File: src/rtl/clc_pkg.sv
// ----------------------------------------------------------------------------
// clc_pkg
// Shared types and constants of the combination lock controller.
// ----------------------------------------------------------------------------
`default_nettype none

package clc_pkg;

    // Code length and derived widths
    localparam int CODE_DIGITS = 3;
    localparam int DIGIT_W     = 8;
    localparam int POS_W       = $clog2(CODE_DIGITS + 1);
    localparam int ATT_W       = 4;
    localparam int TICK_W      = 16;

    // Configuration port
    localparam int CFG_IDX_W  = 2;
    localparam int CFG_DATA_W = 16;

    localparam logic [CFG_IDX_W-1:0] CFG_TRY_LIMIT     = CFG_IDX_W'(0);
    localparam logic [CFG_IDX_W-1:0] CFG_SUCCESS_TICKS = CFG_IDX_W'(1);
    localparam logic [CFG_IDX_W-1:0] CFG_ERROR_TICKS   = CFG_IDX_W'(2);
    localparam logic [CFG_IDX_W-1:0] CFG_LOCKOUT_TICKS = CFG_IDX_W'(3);

    // Register reset values
    localparam logic [ATT_W-1:0]  TRY_LIMIT_RST     = ATT_W'(3);
    localparam logic [TICK_W-1:0] SUCCESS_TICKS_RST = TICK_W'(50);
    localparam logic [TICK_W-1:0] ERROR_TICKS_RST   = TICK_W'(50);
    localparam logic [TICK_W-1:0] LOCKOUT_TICKS_RST = TICK_W'(500);

    typedef logic [DIGIT_W-1:0] digit_t;
    typedef digit_t [CODE_DIGITS-1:0] code_t;

    // Factory code 12, 25, 7; any further digits are zero
    function automatic code_t reset_code();
        code_t c;
        c = '0;
        c[0] = DIGIT_W'(12);
        if (CODE_DIGITS > 1) c[1 % CODE_DIGITS] = DIGIT_W'(25);
        if (CODE_DIGITS > 2) c[2 % CODE_DIGITS] = DIGIT_W'(7);
        return c;
    endfunction

    typedef enum logic [2:0] {
        MODE_ENTRY   = 3'd0,
        MODE_VERIFY  = 3'd1,
        MODE_SUCCESS = 3'd2,
        MODE_ERROR   = 3'd3,
        MODE_LOCKOUT = 3'd4,
        MODE_CHANGE  = 3'd5,
        MODE_SAVE    = 3'd6
    } mode_t;

    typedef struct packed {
        logic [2:0]       mode;
        logic [1:0]       digit_position;
        logic [ATT_W-1:0] attempts_left;
        digit_t           shown_value;
    } result_t;

endpackage

`default_nettype wire

File: src/rtl/combination_lock_controller_unit.sv
// ----------------------------------------------------------------------------
// combination_lock_controller_unit
// Each result is registered: in the result register, or the skid if it is held.
// Throughput: one request per cycle while in_stall is low; state updates at accept.
// A two-entry output buffer (result register plus skid) lets a request be
// taken while a finished result still waits; in_stall rises only when both
// are full. Reset: entry mode, code 12,25,7, three tries, default timings.
// ----------------------------------------------------------------------------
`default_nettype none

module combination_lock_controller_unit
    import clc_pkg::*;
(
    input  wire logic                  clk,
    input  wire logic                  rst_n,

    // configuration writes
    input  wire logic                  cfg_valid,
    output logic                       cfg_ready,
    input  wire logic [CFG_IDX_W-1:0]  cfg_index,
    input  wire logic [CFG_DATA_W-1:0] cfg_data,

    // input requests (one per tick)
    input  wire logic                  in_valid,
    output logic                       in_stall,
    input  wire logic [DIGIT_W-1:0]    dial_value,
    input  wire logic                  confirm_pulse,
    input  wire logic                  change_switch,

    // results
    output logic                       out_valid,
    input  wire logic                  out_stall,
    output logic [2:0]                 mode,
    output logic [1:0]                 digit_position,
    output logic [ATT_W-1:0]           attempts_left,
    output logic [DIGIT_W-1:0]         shown_value
);

    // ------------------------------------------------------------------
    // Configuration registers; the port never back-pressures.
    // ------------------------------------------------------------------
    logic [ATT_W-1:0]  try_limit_reg;
    logic [TICK_W-1:0] success_ticks_reg;
    logic [TICK_W-1:0] error_ticks_reg;
    logic [TICK_W-1:0] lockout_ticks_reg;

    assign cfg_ready = 1'b1;

    always_ff @(posedge clk or negedge rst_n)
    begin
        if (!rst_n)
        begin
            try_limit_reg     <= TRY_LIMIT_RST;
            success_ticks_reg <= SUCCESS_TICKS_RST;
            error_ticks_reg   <= ERROR_TICKS_RST;
            lockout_ticks_reg <= LOCKOUT_TICKS_RST;
        end
        else if (cfg_valid && cfg_ready)
        begin
            case (cfg_index)
                CFG_TRY_LIMIT:     try_limit_reg     <= cfg_data[ATT_W-1:0];
                CFG_SUCCESS_TICKS: success_ticks_reg <= cfg_data[TICK_W-1:0];
                CFG_ERROR_TICKS:   error_ticks_reg   <= cfg_data[TICK_W-1:0];
                CFG_LOCKOUT_TICKS: lockout_ticks_reg <= cfg_data[TICK_W-1:0];
                default: ;
            endcase
        end
    end

    // ------------------------------------------------------------------
    // Lock state
    // ------------------------------------------------------------------
    mode_t             lock_mode_reg,     lock_mode_next;
    code_t             saved_code_reg,    saved_code_next;
    code_t             typed_code_reg,    typed_code_next;
    code_t             pending_code_reg,  pending_code_next;
    logic [POS_W-1:0]  entry_pos_reg,     entry_pos_next;
    logic [ATT_W-1:0]  tries_left_reg,    tries_left_next;
    logic [TICK_W-1:0] feedback_cnt_reg,  feedback_cnt_next;
    logic [TICK_W-1:0] lockout_cnt_reg,   lockout_cnt_next;

    // Output buffer: result register and skid entry
    logic    out_valid_reg,  out_valid_next;
    result_t out_data_reg,   out_data_next;
    logic    skid_valid_reg, skid_valid_next;
    result_t skid_data_reg,  skid_data_next;

    logic    in_accept;
    logic    out_take;
    logic    code_match;
    logic    digit_room;
    result_t result_new;

    // Skid full means the result register is full and stalled too.
    assign in_stall  = skid_valid_reg;
    assign in_accept = in_valid && !in_stall;
    assign out_take  = out_valid_reg && !out_stall;

    // Digit-wise compare of typed against saved code
    always_comb
    begin
        code_match = 1'b1;
        for (int i = 0; i < CODE_DIGITS; i++)
        begin
            if (typed_code_reg[i] != saved_code_reg[i])
                code_match = 1'b0;
        end
    end

    assign digit_room = (entry_pos_reg < POS_W'(CODE_DIGITS));

    // ------------------------------------------------------------------
    // Next-state logic for one tick
    // ------------------------------------------------------------------
    always_comb
    begin
        lock_mode_next    = lock_mode_reg;
        saved_code_next   = saved_code_reg;
        typed_code_next   = typed_code_reg;
        pending_code_next = pending_code_reg;
        entry_pos_next    = entry_pos_reg;
        tries_left_next   = tries_left_reg;
        feedback_cnt_next = feedback_cnt_reg;
        lockout_cnt_next  = lockout_cnt_reg;

        case (lock_mode_reg)
            MODE_ENTRY:
            begin
                if (confirm_pulse)
                begin
                    if (digit_room)
                    begin
                        typed_code_next[entry_pos_reg[$clog2(CODE_DIGITS > 1 ?
                            CODE_DIGITS : 2)-1:0]] = dial_value;
                        entry_pos_next = entry_pos_reg + POS_W'(1);
                    end
                    if (entry_pos_next >= POS_W'(CODE_DIGITS))
                        lock_mode_next = MODE_VERIFY;
                end
            end
            MODE_VERIFY:
            begin
                if (code_match)
                begin
                    lock_mode_next    = MODE_SUCCESS;
                    feedback_cnt_next = success_ticks_reg;
                end
                else if (tries_left_reg <= ATT_W'(1))
                begin
                    // last try used up: lock out
                    tries_left_next  = '0;
                    lock_mode_next   = MODE_LOCKOUT;
                    lockout_cnt_next = lockout_ticks_reg;
                end
                else
                begin
                    tries_left_next   = tries_left_reg - ATT_W'(1);
                    lock_mode_next    = MODE_ERROR;
                    feedback_cnt_next = error_ticks_reg;
                end
            end
            MODE_SUCCESS:
            begin
                if (feedback_cnt_reg != '0)
                    feedback_cnt_next = feedback_cnt_reg - TICK_W'(1);
                else
                begin
                    tries_left_next = try_limit_reg;
                    entry_pos_next  = '0;
                    // change switch is only looked at here
                    if (change_switch)
                    begin
                        pending_code_next = '0;
                        lock_mode_next    = MODE_CHANGE;
                    end
                    else
                    begin
                        typed_code_next = '0;
                        lock_mode_next  = MODE_ENTRY;
                    end
                end
            end
            MODE_ERROR:
            begin
                if (feedback_cnt_reg != '0)
                    feedback_cnt_next = feedback_cnt_reg - TICK_W'(1);
                else
                begin
                    typed_code_next = '0;
                    entry_pos_next  = '0;
                    lock_mode_next  = MODE_ENTRY;
                end
            end
            MODE_LOCKOUT:
            begin
                if (lockout_cnt_reg != '0)
                    lockout_cnt_next = lockout_cnt_reg - TICK_W'(1);
                else
                begin
                    tries_left_next = try_limit_reg;
                    typed_code_next = '0;
                    entry_pos_next  = '0;
                    lock_mode_next  = MODE_ENTRY;
                end
            end
            MODE_CHANGE:
            begin
                if (confirm_pulse)
                begin
                    if (digit_room)
                    begin
                        pending_code_next[entry_pos_reg[$clog2(CODE_DIGITS > 1 ?
                            CODE_DIGITS : 2)-1:0]] = dial_value;
                        entry_pos_next = entry_pos_reg + POS_W'(1);
                    end
                    if (entry_pos_next >= POS_W'(CODE_DIGITS))
                        lock_mode_next = MODE_SAVE;
                end
            end
            MODE_SAVE:
            begin
                saved_code_next   = pending_code_reg;
                lock_mode_next    = MODE_SUCCESS;
                feedback_cnt_next = success_ticks_reg;
            end
            default:
            begin
                // undefined mode code: back to entry with a clean buffer
                typed_code_next = '0;
                entry_pos_next  = '0;
                lock_mode_next  = MODE_ENTRY;
            end
        endcase

        result_new.mode           = lock_mode_next;
        result_new.digit_position = entry_pos_next[1:0];
        result_new.attempts_left  = tries_left_next;
        result_new.shown_value    = dial_value;
    end

    // ------------------------------------------------------------------
    // Output buffer control
    // ------------------------------------------------------------------
    always_comb
    begin
        out_valid_next  = out_valid_reg;
        out_data_next   = out_data_reg;
        skid_valid_next = skid_valid_reg;
        skid_data_next  = skid_data_reg;

        if (!out_valid_reg || out_take)
        begin
            // result register free this cycle: drain skid first
            if (skid_valid_reg)
            begin
                out_valid_next  = 1'b1;
                out_data_next   = skid_data_reg;
                skid_valid_next = 1'b0;
            end
            else
            begin
                out_valid_next = in_accept;
                out_data_next  = result_new;
            end
        end
        else if (in_accept)
        begin
            skid_valid_next = 1'b1;
            skid_data_next  = result_new;
        end
    end

    // ------------------------------------------------------------------
    // Registers
    // ------------------------------------------------------------------
    always_ff @(posedge clk or negedge rst_n)
    begin
        if (!rst_n)
        begin
            lock_mode_reg    <= MODE_ENTRY;
            saved_code_reg   <= reset_code();
            typed_code_reg   <= '0;
            pending_code_reg <= '0;
            entry_pos_reg    <= '0;
            tries_left_reg   <= TRY_LIMIT_RST;
            feedback_cnt_reg <= '0;
            lockout_cnt_reg  <= '0;
            out_valid_reg    <= 1'b0;
            skid_valid_reg   <= 1'b0;
        end
        else
        begin
            if (in_accept)
            begin
                lock_mode_reg    <= lock_mode_next;
                saved_code_reg   <= saved_code_next;
                typed_code_reg   <= typed_code_next;
                pending_code_reg <= pending_code_next;
                entry_pos_reg    <= entry_pos_next;
                tries_left_reg   <= tries_left_next;
                feedback_cnt_reg <= feedback_cnt_next;
                lockout_cnt_reg  <= lockout_cnt_next;
            end
            out_valid_reg  <= out_valid_next;
            skid_valid_reg <= skid_valid_next;
        end
    end

    // payload, no reset needed
    always_ff @(posedge clk)
    begin
        out_data_reg  <= out_data_next;
        skid_data_reg <= skid_data_next;
    end

    assign out_valid      = out_valid_reg;
    assign mode           = out_data_reg.mode;
    assign digit_position = out_data_reg.digit_position;
    assign attempts_left  = out_data_reg.attempts_left;
    assign shown_value    = out_data_reg.shown_value;

    // ------------------------------------------------------------------
    // Assertions
    // ------------------------------------------------------------------
    // skid only fills behind a full result register
    a_skid_behind_out: assert property (@(posedge clk) disable iff (!rst_n)
        skid_valid_reg |-> out_valid_reg)
        else $error("skid entry held while result register empty");

    // an accepted request always leaves a result behind
    a_accept_gives_result: assert property (@(posedge clk) disable iff (!rst_n)
        in_accept |=> out_valid_reg)
        else $error("accepted request produced no result");

    // verify is only reached with a complete code typed
    a_verify_full_code: assert property (@(posedge clk) disable iff (!rst_n)
        (lock_mode_reg == MODE_VERIFY) |-> (entry_pos_reg == POS_W'(CODE_DIGITS)))
        else $error("verify entered with incomplete code");

    // digit count never runs past the code length
    a_pos_in_range: assert property (@(posedge clk) disable iff (!rst_n)
        entry_pos_reg <= POS_W'(CODE_DIGITS))
        else $error("entry position beyond code length");

endmodule

`default_nettype wire
File: config.mk
export PLATFORM = sky130hd
export DESIGN_NAME = combination_lock_controller_unit
export DESIGN_NICKNAME = d
export VERILOG_FILES = /design/src/rtl/clc_pkg.sv /design/src/rtl/combination_lock_controller_unit.sv
export SDC_FILE = /design/constraint.sdc
export NUM_CORES = 1
export LEC_CHECK = 0
export ABC_CLOCK_PERIOD_IN_PS = 3600
export BUFFER_PORTS_ARGS = -buffer_cell sky130_fd_sc_hd__buf_2
export CAP_MARGIN = 20
export CORE_MARGIN = 5
export CORE_UTILIZATION = 45
export CTS_CLUSTER_DIAMETER = 60
export DETAILED_ROUTE_END_ITERATION = 10
export GPL_TIMING_DRIVEN = 0
export PLACE_DENSITY = 0.65
export SYNTH_ARGS = -nofsm -noshare
export SYNTH_HDL_FRONTEND = slang
export SYNTH_SLANG_ARGS = --single-unit
File: constraint.sdc
create_clock -name clk -period 3.6 [get_ports clk]
set_input_delay 0.72 -clock clk [delete_from_list [all_inputs] [get_ports clk]]
set_output_delay 0.72 -clock clk [all_outputs]
set_load 0.05 [all_outputs]
# Word level (Yosys, flattened, before mapping)
# Cells that the tools add are included.
totals:
  reg_bits: 201
  latchBits: 0
  ramBits: 0
  mem_bits_ro: 0
  in_bits: 33
  elab_cells: 150
  memories: 0
classes:
  add_sub_neg: 4
  mul: 0
  div_mod_pow: 0
  magnitude_cmp: 6
  eq_ne: 26
  shift: 0
  muxes: 56
  bitwise_logic: 2
  reduce_logical: 28
op_table:
  columns: ["cell", "count"]
  rows:
  - ["$mux 24", 10]
  - ["$pmux 24 s5", 1]
  - ["$mux 16", 6]
  - ["$bwmux 24", 2]
  - ["$pmux 16 s3", 1]
  - ["$pmux 24 s2", 1]
  - ["$pmux 16 s2", 1]
  - ["$reduce_bool 16->1", 2]
  - ["$sub 16x1->16 const B", 2]
  - ["$mux 3", 10]
  - ["$ne 2x2->1 const B", 12]
  - ["$ne 8x8->1", 3]
  - ["$pmux 3 s7", 1]
  - ["$mux 17", 1]
  - ["$demux 8 s2", 1]
  - ["$mux 2", 8]
  - ["$mux 4", 4]
  - ["$pmux 4 s3", 1]
  - ["$reduce_and 2->1", 6]
  - ["$pmux 2 s5", 1]
  - ["$eq 3x3->1 const B", 3]
  - ["$mux 8", 1]
  - ["$reduce_and 8->1", 1]
  - ["$eq 3x2->1 const B", 2]
  - ["other kinds (26)", 41]

# Logic depth before layout (Yosys ltp)
depth:
  depth_word: 9
  mapped_depth: 10
  ltp_nobuf: 8

# Worst setup path after synthesis
# Ideal clock, no wire load.
synth_path:
  kind: "register to register"
  from: "register out_valid_reg (netlist: out_valid)"
  to: "register skid_data_reg[0] in the netlist's numbering (enable)"
  setup_ns: 0.391
  arrival_ns: 1.995
  required_ns: 3.209
  path_slack_ns: 1.215
  path_stages_with_launch: 3
  path_buffers: 0
  synth_period_minus_slack_ns: 2.385
  path_cell_list: "dfrtp_1 > nand2_1 > nor2_1"
synth_between:
  elab_chain_len: 4
  elab_cells_between_ends: 5
synth_lines:
  columns: ["element", "line_no", "text"]
  rows:
  - ["start: declaration", "combination_lock_controller_unit.sv:83", "logic out_valid_reg, out_valid_next;"]
  - ["start signal: assignment", "combination_lock_controller_unit.sv:304", "out_valid_reg <= out_valid_next;"]
  - ["$logic_not 1->1 or $logic_and 1x1->1 (tied branches)", "combination_lock_controller_unit.sv:251, combination_lock_controller_unit.sv:97", null]
  - ["$logic_or 1x1->1 (*)", "combination_lock_controller_unit.sv:251", "if (!out_valid_reg || out_take)"]
  - ["$not 1->1 (no line) (*)", null, null]
  - ["$reduce_and 2->1 (no line) (*)", null, null]
  - ["end signal: assignment", "combination_lock_controller_unit.sv:313", "skid_data_reg <= skid_data_next;"]
  - ["end: declaration", "combination_lock_controller_unit.sv:86", "result_t skid_data_reg, skid_data_next;"]
# Mark *: on every way between the ends. The rest lies on a longest branch, timed or not.
# A chain may end at the register's enable or synchronous reset.

# Final worst setup path
layout_path:
  from: "register saved_code_reg[12] in the netlist's numbering"
  to: "register out_data_reg (netlist bit mode[0]), data pin"
layout_between:
  elab_chain_len: 6
layout_lines:
  columns: ["element", "line_no", "text"]
  rows:
  - ["start: declaration", "combination_lock_controller_unit.sv:74", "code_t saved_code_reg, saved_code_next;"]
  - ["start signal: assignment", "combination_lock_controller_unit.sv:281", "saved_code_reg <= reset_code();"]
  - ["start signal: assignment", "combination_lock_controller_unit.sv:296", "saved_code_reg <= saved_code_next;"]
  - ["$ne 8x8->1", "combination_lock_controller_unit.sv:105", "if (typed_code_reg[i] != saved_code_reg[i])"]
  - ["$mux 1 (2 in a row)", "combination_lock_controller_unit.sv:105", null]
  - ["$mux 3", "combination_lock_controller_unit.sv:143", "if (code_match)"]
  - ["$pmux 3 s7", "combination_lock_controller_unit.sv:126", "case (lock_mode_reg)"]
  - ["net lock_mode_next[0]", "combination_lock_controller_unit.sv:73", "mode_t lock_mode_reg, lock_mode_next;"]
  - ["$mux 17", "combination_lock_controller_unit.sv:254", "if (skid_valid_reg)"]
  - ["end signal: assignment", "combination_lock_controller_unit.sv:312", "out_data_reg <= out_data_next;"]
  - ["end: declaration", "combination_lock_controller_unit.sv:84", "result_t out_data_reg, out_data_next;"]
# The timed path passes the listed nets, and every way through them passes these cells.

==> summary.txt <==
Timing
  • Max Clock Skew: 0.0127 ns
  • Unrepaired setup endpoints after global routing: false
  • Slew @ Worst Pin: 1.08 ns
  • Final Max Slew Viols: 0
  • Slew headroom: 27.3%
  • Fin crit period: 3.06 ns
  • Final hold violations: 0
  • Fmax: 327 MHz
  • Period utilisation layout: a little over four fifths
  • Final Setup Violations: 0
  • Fin Setup TNS: 0 ns

Die
  • Starting Density: roughly 46%
  • Die area: around 24000 sq um
  • # rows: 53
  • Chip width: approximately 160 microns
  • Core ar.: roughly 21000 sq um
  • Chip height: between 150 and 200 microns
  • # IOs: 53

Routing
  • DRC: 0
  • Vias per Instance: about 6
  • Vias: roughly 6900
  • Initial DRC count: about 590
  • Post-DRT Antenna Nets: 0
  • TritonRoute pass-1 iters: 5
  • Routed len/inst: approximately 20 microns
  • DRT Wirelength: between 20 and 25 mm

Logic synthesis
  • Top post-synthesis cells by area: dfrtp_1 37%, mux2_2 11%, edfxtp_1 11%
  • Syn Area/Cell: roughly 12 sq um
  • Post-Synthesis Cell Area: 9570 sq um
  • Prevailing post-synth register cell: dfrtp_1
  • Largest family of logic cells by synthesized area: compound AO/OA/AOI/OAI gates
  • Post-synthesis mux area share: 11.6%
  • Register area share after synthesis: 54.6%
  • Post-Syn Nets: approximately 850
  • Post-synthesis adder-cell area fraction: less than 1%
  • Async SR Flop Fraction: around 83%
  • Compound-Gate Fraction of Synth Area: roughly 16%
  • Post-synthesis simple-gate area fraction: between 10% and 20%
  • Post-synth EDFFs: 34
  • Post-synthesis register bit count: roughly 200
  • Synth warn: 0
  • Distinct cells, synth: 73
  • Most frequent cell after synthesis: dfrtp_1
  • Post-synth top cells: 143 x dfrtp_1, 95 x mux2_2, 60 x a22o_1
  • Synth top area share: 37.4%
  • Cell taking the most area after synthesis: dfrtp_1
  • Post-Synth XOR/XNOR Area: 2.75%
  • Gate Count Post-Synth: approximately 800

Setup path
  • Worst-path cell with the longest stage delay: nand4_1
  • R2R cell count: 6
  • Critical Path Sink Type: flip-flop
  • Worst setup path class: reg -> reg
  • Reg2reg end: mode[0]
  • CP required: approximately 3.9 ns
  • Critical Path Most Common Cell: o211ai_1
  • Critical path launch point: saved_code_reg[12]
  • Crit path capture: mode[0]
  • CP bufs+invs: 0
  • Crit path DAT: between 3 and 4 ns
  • CP Max Fanout: 10
  • R2r setup slk: about 0.54 ns
  • Reg2Reg Launch Point: saved_code_reg[12]
  • Worst Setup Start Kind: flip-flop
  • Critical Path Stages: 6
  • CP peak stage delay: around 0.59 ns
  • Critical path's top delay family: simple AND/OR/NAND/NOR gates
  • Crit-path cells: xor2_1 -> nor4_1 -> nand4_1 -> o211ai_1 -> o211ai_1 -> mux2_2

Clock network
  • Clk_lat worst skew: slightly above 0.5 ns
  • Htree depth: 1
  • Clock-pin slew on the worst setup and hold paths: about 0.06 ns
  • Post-cts resize count: 0
  • Number of hold buffers added after cts: 0
  • Root Buffer: clkbuf_16
  • Setup repair bufs after CTS: 0
  • CTS sink cnt: approximately 200
  • Max clock buf depth: 3
  • CTS buffer count: 23
  • CTS tree: yes

Global route
  • Most Crowded Layer GR: met2
  • Total congestion overflow: 0
  • Initial antenna violation count: 0
  • Global Route met1 Usage: 29.0%
  • Largest net degree at the start of global routing: around 110
  • Gr usage total: around a fifth
  • Number of global-route vias before repair: 6839
  • GRT met2 Usage: 29.3%
  • First-pass GRT wire length: approximately 38 mm
  • Met3 Usage GRT: between 2 and 3%

Finish
  • Layout cell share with drive strength beyond 1: 26.1%
  • Number of diodes: 0
  • Area grow syn2layout: 15.0%
  • Design Area, Final: roughly 11000 sq um
  • Final net count: 924
  • Final Util: 52.5%

Power and ir drop
  • Pint: between 5000 and 6000 uW
  • Fraction of power consumed by combinational cells: between 30% and 40%
  • Switching part of the total: between 30% and 40%
  • P per Cell Area: approximately 800 nW/um^2
  • Net Sw Power: ~3200 uW
  • Worst VDD drop: roughly 0.00035 V
  • Leakage power: approximately 0.0048 uW
  • Clk pwr share: 27.8%
  • Sequential Power Share: 38.2%

Outcome
  • Status: finished clean

Worst hold path
  • HP Class: in -> async

Flow run
  • Max-Cap Viols: 0

Placement
  • DP Area: roughly 10000 sq um
  • Dpl hpwl: 16.1 mm
  • Port Buffers: 51
  • GPL Wtd Cong: slightly below 0.9
logic make-up after synthesis:
| logic type | Yosys count |
|---|---|
| xor+xnor | 30 |
| buf+inv | 58 |
| fa+ha+maj | 4 |
| other cells | 1 |
| compound gates | 210 |
| flops | 201 |
| simple gates | 206 |
| mux | 99 |
metal layers:
| layer | routed length [microns] | vias to the layer above |
|---|---|---|
| met5 | 0 | - |
| met4 | 346 | 0 |
| met3 | 1210 | 34 |
| met2 | 10600 | 188 |
| met1 | 11200 | 3481 |
| li1 | - | 3195 |
area by class of cell:
class                      instances  area, sq um
tap                              275          344
fill                            1885         9940
inverter                          21         78.8
clock inverter                    14          171
buffer                            37          149
clock buffer                      28          624
timing repair buffer              53          300
sequential                       201         5230
multi-input combinational        550         4110
worst register-to-register path, stage by stage, from the launching register on:
cell	delay [ns]
dfstp_2	0.54
xor2_1	0.07
nor4_1	0.44
nand4_1	0.59
o211ai_1	0.56
o211ai_1	0.26
mux2_2	0.34
through the flow:
step	setup slack [ns]	instances	hold slack [ns]	total power [uW]
3_5_place_dp	0.604	1137	0.485	6290
3_3_place_gp	-0.819	1135	0.482	6240
5_1_grt	0.433	1179	0.162	9220
4_1_cts	0.586	1179	0.150	8760
6_report	0.544	1179	0.137	8730
2_1_floorplan	1.21	809	0.424	5440
power groups by stage:
stage          registers (uW)  logic [uW]  clock network [uW]
2_1_floorplan            3400        2040                   0
3_3_place_gp             3340        2890                   0
3_5_place_dp             3360        2940                   0
4_1_cts                  3330        2960                2470
5_1_grt                  3400        3250                2560
6_report                 3340        2970                2430
how the worst min path moves through the flow:
stage	start	end	slack, ns	cells after the start
floorplan	rst_n	entry_pos_reg[0]	0.42	0
global placement	pending_code_reg[8]	pending_code_reg[8]	0.48	1
detailed placement	pending_code_reg[9]	pending_code_reg[9]	0.49	1
CTS	rst_n	saved_code_reg[4]	0.15	1
global route	rst_n	saved_code_reg[4]	0.16	1
finish	rst_n	saved_code_reg[4]	0.14	1
placed cells by master (no fill, tap or decap), types with 7 or more instances in the layout:
master,Yosys,final
clkbuf_1,30,32
buf_2,4,54
and2_1,10,10
a211oi_1,7,7
nand3_1,14,14
clkbuf_16,0,23
xor2_1,22,22
a22oi_1,12,12
o21ai_0,33,33
nor4_1,11,11
nor3_1,24,24
edfxtp_1,34,34
nand2_1,52,52
nand2b_1,8,8
o31ai_1,12,12
nor2b_1,9,9
dfrtp_1,143,143
dfstp_2,24,24
a22o_1,60,60
a21oi_1,20,20
inv_1,20,20
mux2_2,95,95
nor2_1,41,41
o22ai_1,10,10
xnor2_1,8,8
Power figures use the tool's default switching activity.
